File: config.mk
export PLATFORM = sky130hd
export DESIGN_NAME = obq_cfg_regs_flat
export DESIGN_NICKNAME = d
export VERILOG_FILES = /design/src/design/obq_pkg.sv /design/src/design/obq_if.sv /design/src/design/obq_cfg_regs.sv /design/src/flat_wrapper.sv
export SDC_FILE = /design/constraint.sdc
export NUM_CORES = 1
export LEC_CHECK = 0
export BUFFER_PORTS_ARGS = -buffer_cell sky130_fd_sc_hd__buf_4
export CORE_AREA = 4 4 116 118
export CTS_CLUSTER_DIAMETER = 200
export DETAILED_ROUTE_END_ITERATION = 10
export DIE_AREA = 0 0 120 122
export GPL_TIMING_DRIVEN = 0
export HOLD_SLACK_MARGIN = 0.15
export PLACE_DENSITY = 0.88
export SETUP_SLACK_MARGIN = 0.2
export SKIP_CTS_REPAIR_TIMING = 1
export SYNTH_ARGS = -nofsm -noshare
export SYNTH_HDL_FRONTEND = slang
export SYNTH_SLANG_ARGS = --single-unit
File: constraint.sdc
create_clock -name clk -period 1 [get_ports clk]
set_clock_uncertainty 0.05 [all_clocks]
set_input_delay 0.15 -clock clk [delete_from_list [all_inputs] [get_ports clk]]
set_output_delay 0.15 -clock clk [all_outputs]
set_load 0.01 [all_outputs]
File: src/design/obq_pkg.sv
// package: shared types, codes and arithmetic widths of the oriented box query unit
package obq_pkg;

    localparam int AXIS_FRAC_BITS = 14;

    // intermediate widths
    localparam int MW   = 49;
    localparam int LW   = 50;
    localparam int RW   = 33;
    localparam int PW   = 32;
    localparam int TPW  = 63;
    localparam int TW   = 65;
    localparam int CMP_W = (LW + AXIS_FRAC_BITS > TW) ? LW + AXIS_FRAC_BITS + 1 : TW + 1;

    typedef enum logic [1:0] {
        ACT_CONTAINS = 2'd0,
        ACT_CLOSEST  = 2'd1,
        ACT_OVERLAP  = 2'd2
    } action_t;

    typedef enum logic [2:0] {
        REG_CENTER_X    = 3'd0,
        REG_CENTER_Y    = 3'd1,
        REG_AXIS_X      = 3'd2,
        REG_AXIS_Y      = 3'd3,
        REG_HALF_WIDTH  = 3'd4,
        REG_HALF_HEIGHT = 3'd5
    } cfg_index_t;

    typedef struct packed {
        logic signed [31:0] center_x;
        logic signed [31:0] center_y;
        logic signed [15:0] axis_x;
        logic signed [15:0] axis_y;
        logic [30:0]        half_width;
        logic [30:0]        half_height;
    } obq_cfg_t;

endpackage

File: src/design/obq_if.sv


interface obq_cfg_if;
    logic        valid;
    logic        ready;
    logic [2:0]  index;
    logic [31:0] data;

    modport source (output valid, index, data, input ready);
    modport sink (input valid, index, data, output ready);
endinterface

File: src/design/obq_cfg_regs.sv
// configuration register file of the oriented box query unit
module obq_cfg_regs
    import obq_pkg::*;
(
    input  logic     clk,
    input  logic     rst_n,
    obq_cfg_if.sink  cfg,
    output obq_cfg_t regs
);

    obq_cfg_t cfg_reg;

    assign cfg.ready = 1'b1;
    assign regs      = cfg_reg;

    always_ff @(posedge clk or negedge rst_n)
    begin
        if (!rst_n)
        begin
            cfg_reg.center_x    <= '0;
            cfg_reg.center_y    <= '0;
            cfg_reg.axis_x      <= 16'sd16384;
            cfg_reg.axis_y      <= '0;
            cfg_reg.half_width  <= 31'd65536;
            cfg_reg.half_height <= 31'd65536;
        end
        else if (cfg.valid)
        begin
            case (cfg.index)
                REG_CENTER_X:    cfg_reg.center_x    <= cfg.data;
                REG_CENTER_Y:    cfg_reg.center_y    <= cfg.data;
                REG_AXIS_X:      cfg_reg.axis_x      <= cfg.data[15:0];
                REG_AXIS_Y:      cfg_reg.axis_y      <= cfg.data[15:0];
                REG_HALF_WIDTH:  cfg_reg.half_width  <= cfg.data[30:0];
                REG_HALF_HEIGHT: cfg_reg.half_height <= cfg.data[30:0];
                default:         cfg_reg <= cfg_reg;
            endcase
        end
    end

endmodule

File: src/flat_wrapper.sv
// flat-port wrapper written by rule: the top's interface ports become plain ports
module obq_cfg_regs_flat import obq_pkg::*;
  (clk, rst_n, regs, cfg_valid, cfg_index, cfg_data, cfg_ready);
  obq_cfg_if cfg_i ();
  input  logic clk;
  input  logic rst_n;
  output obq_cfg_t regs;
  input wire logic [$bits(cfg_i.valid)-1:0] cfg_valid;
  input wire logic [$bits(cfg_i.index)-1:0] cfg_index;
  input wire logic [$bits(cfg_i.data)-1:0] cfg_data;
  output wire logic [$bits(cfg_i.ready)-1:0] cfg_ready;
  assign cfg_i.valid = cfg_valid;
  assign cfg_i.index = cfg_index;
  assign cfg_i.data = cfg_data;
  assign cfg_ready = cfg_i.ready;
  obq_cfg_regs u_core (.clk(clk), .rst_n(rst_n), .cfg(cfg_i), .regs(regs));
endmodule
; ---- Yosys cells after proc, flatten, opt, wreduce, memory -nomap -nowiden
; Index checks and enable logic that the tools add are counted.
[totals]
reg_bits = 158
out_inout_bits = 159
wordCells = 18
[classes]
n_eq_ne = 5
reduce_logical = 7
[op_table]
columns = operator, n
row1 = $reduce_and A2 Y1, 6
row2 = $eq A3 B2 Y1 const B, 2
row3 = $eq A3 B3 Y1 const B, 2
row4 = $eq A3 B1 Y1 const B, 1
row5 = $logic_not A3 Y1, 1

; ---- Depth between registers and ports, before layout
[logic_depth]
ltp_word = 2
depth_mapped = 4

; ---- Least setup slack after synthesis
; Ideal clock, no wire load.
[synth_timing]
path_kind = input to register
from = in cfg_index[0]
to = reg u_core.cfg_reg, in the netlist u_core.regs[127]
t_arrival_ns = 1.073
required_time_ns = 0.825
path_slack_ns = -0.248
cell_stages = 3
path_buffers = 1
path_cell_list = nor4b_4 buf_6 mux2_2
[synth_between]
elab_chain_cells = 2
[synth_rtl]
columns = element, line_no
row1 = start: declaration, flat_wrapper.sv:9  ; input wire logic [$bits(cfg_i.index)-1:0] cfg_index;
row2 = $logic_not A3 Y1, obq_cfg_regs.sv:29  ; case (cfg.index)
row3 = $reduce_and A2 Y1 (no source line), -
row4 = end signal: assignment, obq_cfg_regs.sv:36  ; default: cfg_reg <= cfg_reg;
row5 = end: declaration, obq_cfg_regs.sv:11  ; obq_cfg_t cfg_reg;
; No other way between the ends.
; A chain may end at the register's enable or synchronous reset.

; ---- Worst setup path after layout
[layout_timing]
from = reg u_core.cfg_reg, in the netlist u_core.regs[92]
to = out regs[92] (netlist bit)
[layout_lines]
columns = element, line_no
row1 = end: declaration, flat_wrapper.sv:7  ; output obq_cfg_t regs;
; No word-level cell between the ends.

==> metrics.md <==
| Metric | Value |
|---|---|
| Total power | `~24 mW` |
| DR vias/cell | `between 5 and 6` |
| Synthesized area | `6180 sq um` |
| Slew @ Worst Pin | `0.583 ns` |
| Crit path kind | `flop to output port` |
| Htree depth | `4` |
| Setup crit end kind | `output port` |
| Longest Clk Path Bufs | `2` |
| Failing checks | `negative hold slack, negative setup slack` |
| DIE AREA | `14600 sq um` |
| Required time worst endpoint | `0.80 ns` |
| Pin count of the biggest net entering global routing | `87` |
| IR drop worst, VDD | `1.63 mV` |
| Max Cap Viol | `0` |
| Hold Crit Class | `primary input to asynchronous set/reset pin` |
| All-Layer GR Usage | `21.4%` |
| Final hold vios | `roughly 230` |
| Fin crit share | `128%` |
| Fill cell count | `534` |
| Clk sink count | `158` |
| First-pass GRT wire length | `approximately 24000 um` |
| Antenna viol nets, final | `0` |
| Net switching power | `about 6.8 mW` |
| Clk_lat worst skew | `0.43 ns` |
| Relative slew slack | `between 60% and 70%` |
| Layout area overhead | `75.4%` |
| Critical path cell sequence | `buf_6` |
| Router iterations before antenna repair | `4` |
| CTS Root Cell | `clkbuf_16` |
| Crit start category | `flop` |
| Drt wl/cell | `roughly 26 um` |
| Warnings from Yosys | `0` |
| Final WS setup | `-0.283 ns` |
| Max stage delay on crit path | `about 0.55 ns` |
| Slowest CP cell | `dfstp_2` |
| Unrepaired setup endpoints after global routing | `true` |
| GP Congestion | `roughly 0.75` |
| CTS tree | `done` |
| Worst Path Arrival | `1.08 ns` |
| Die Height | `approximately 120 um` |
| Sequential share of power | `a little under two fifths` |
| Storage cell area | `about 4000 sq um` |
| WHS | `-0.323 ns` |
| I/O pins | `between 150 and 200` |
| Multi-input gate area | `between 2000 and 2500 sq um` |
| DR DRC count | `0` |
| Routed vias | `between 4000 and 5000` |
| DRT iter0 DRCs | `286` |
| Largest register FFs | `158` |
| Core box area | `12500 sq um` |
| Most frequent cells in the layout | `201 x buf_6, 156 x mux2_4, 155 x dfrtp_1` |
| # nets final | `696` |
| Post-Synthesis Cells | `340` |
| Die X-Extent | `roughly 120 um` |
| Final-report max-slew violation count | `0` |
| Commonest non-fill, non-tap cell in the layout | `buf_6` |
| Initial antenna violation count | `0` |
| Setup Viol. Count Final | `197` |
| Worst-path clk slew | `around 0.07 ns` |
| ANT cells | `0` |
| Mean post-synth cell area | `approximately 18 sq um` |
| Leak | `~5.4 nW` |
| Final WL | `21900 um` |
| Tmin final | `1.28 ns` |
| Flops & latches, synth | `around 160` |
| Mapped Nets | `about 380` |
| Outcome | `complete, but fails checks` |
| # rows | `41` |
| Fin Setup TNS | `-27.59 ns` |
| Clock network fraction of design power | `around 28%` |
| Worst path top cell family by delay | `flip-flops` |
| PD cells | `2250 nW/um^2` |
| Share of cells above drive strength 1 | `76.5%` |
| Seq/Total Area, Yosys | `~64%` |
| Crit Path Max Fanout | `2` |
| DPL Wire Length | `~11000 um` |
| CTS buffer count | `17` |
| Combinational share of power | `about a third` |
| Vias in the first global route | `approximately 4300` |
| Fmax | `0.779 GHz` |
| Internal power | `17.5 mW` |
| Switching Fraction | `around 28%` |
| Grt ovf | `0` |
| Initial core utilization | `approximately half` |
| IO Port Bufs | `~200` |
| Crit path buf inv count | `1` |
| Cell variety after synth | `16` |
## kinds of logic after synthesis
group,share of synthesized area [%]
buf+inv,3.24
flops,64.1
mux,31.2
other cells,0.0607
simple gates,1.40
## synthesized netlist by cell type, drive strengths merged
cell    number  share of area (%)
conb         1              0.061
and4bb       2               0.47
nand4b       2               0.38
mux2       158                 31
buf         17                3.2
nor4b        1               0.38
dfrtp      155                 63
dfstp        3                1.3
nor4bb       1               0.16
## per-stage QoR
step	instance area [sq um]	std cells	setup WS (ns)	util (%)
floorplan	6360	340	-0.248	-
global placement	8040	707	-0.933	64.5
detailed placement	8070	708	-0.585	64.8
CTS	8690	740	-0.286	69.7
global route	10800	843	-0.317	86.9
finish	10800	843	-0.283	86.9
## cell type report
type                            count  share of cell area (%)
Sequential cell                   158                    36.5
Clock buffer                       19                    4.18
Tap cell                          172                    1.99
Clock inverter                     13                    1.51
Multi-Input combinational cell    165                    22.9
Buffer                             17                    2.82
Timing Repair Buffer              299                    30.1
## power groups by stage
stage          clock [mW]  sequential [mW]  combinational (mW)
2_1_floorplan           0             9.31                1.77
3_3_place_gp            0             8.69                5.24
3_5_place_dp            0             8.78                5.44
4_1_cts              6.77             8.72                5.46
5_1_grt              7.19             9.31                8.64
6_report             6.84             9.18                8.31
## metal layers
metal	vias to the layer above	GRT usage (%)	wire (um)
li1	1846	-	-
met1	2327	25.9	8020
met2	222	36.1	11700
met3	55	5.71	1330
met4	0	9.59	772
met5	-	0	0
## path summary, 6_finish.rpt
check	from	to	slack (ns)	depth (start not counted)
worst max-delay path	u_core.regs[92]	regs[92]	-0.28	1
worst min-delay path	rst_n	u_core.regs[1]	-0.32	1
worst max register to register	u_core.regs[40]	u_core.regs[40]	-0.05	2
worst min register to register	u_core.regs[1]	u_core.regs[1]	0.49	1
max in group asynchronous	rst_n	u_core.regs[16]	0.37	2
min in group clk	cfg_data[31]	u_core.regs[125]	-0.09	2
(Power assumes the default switching activity.)
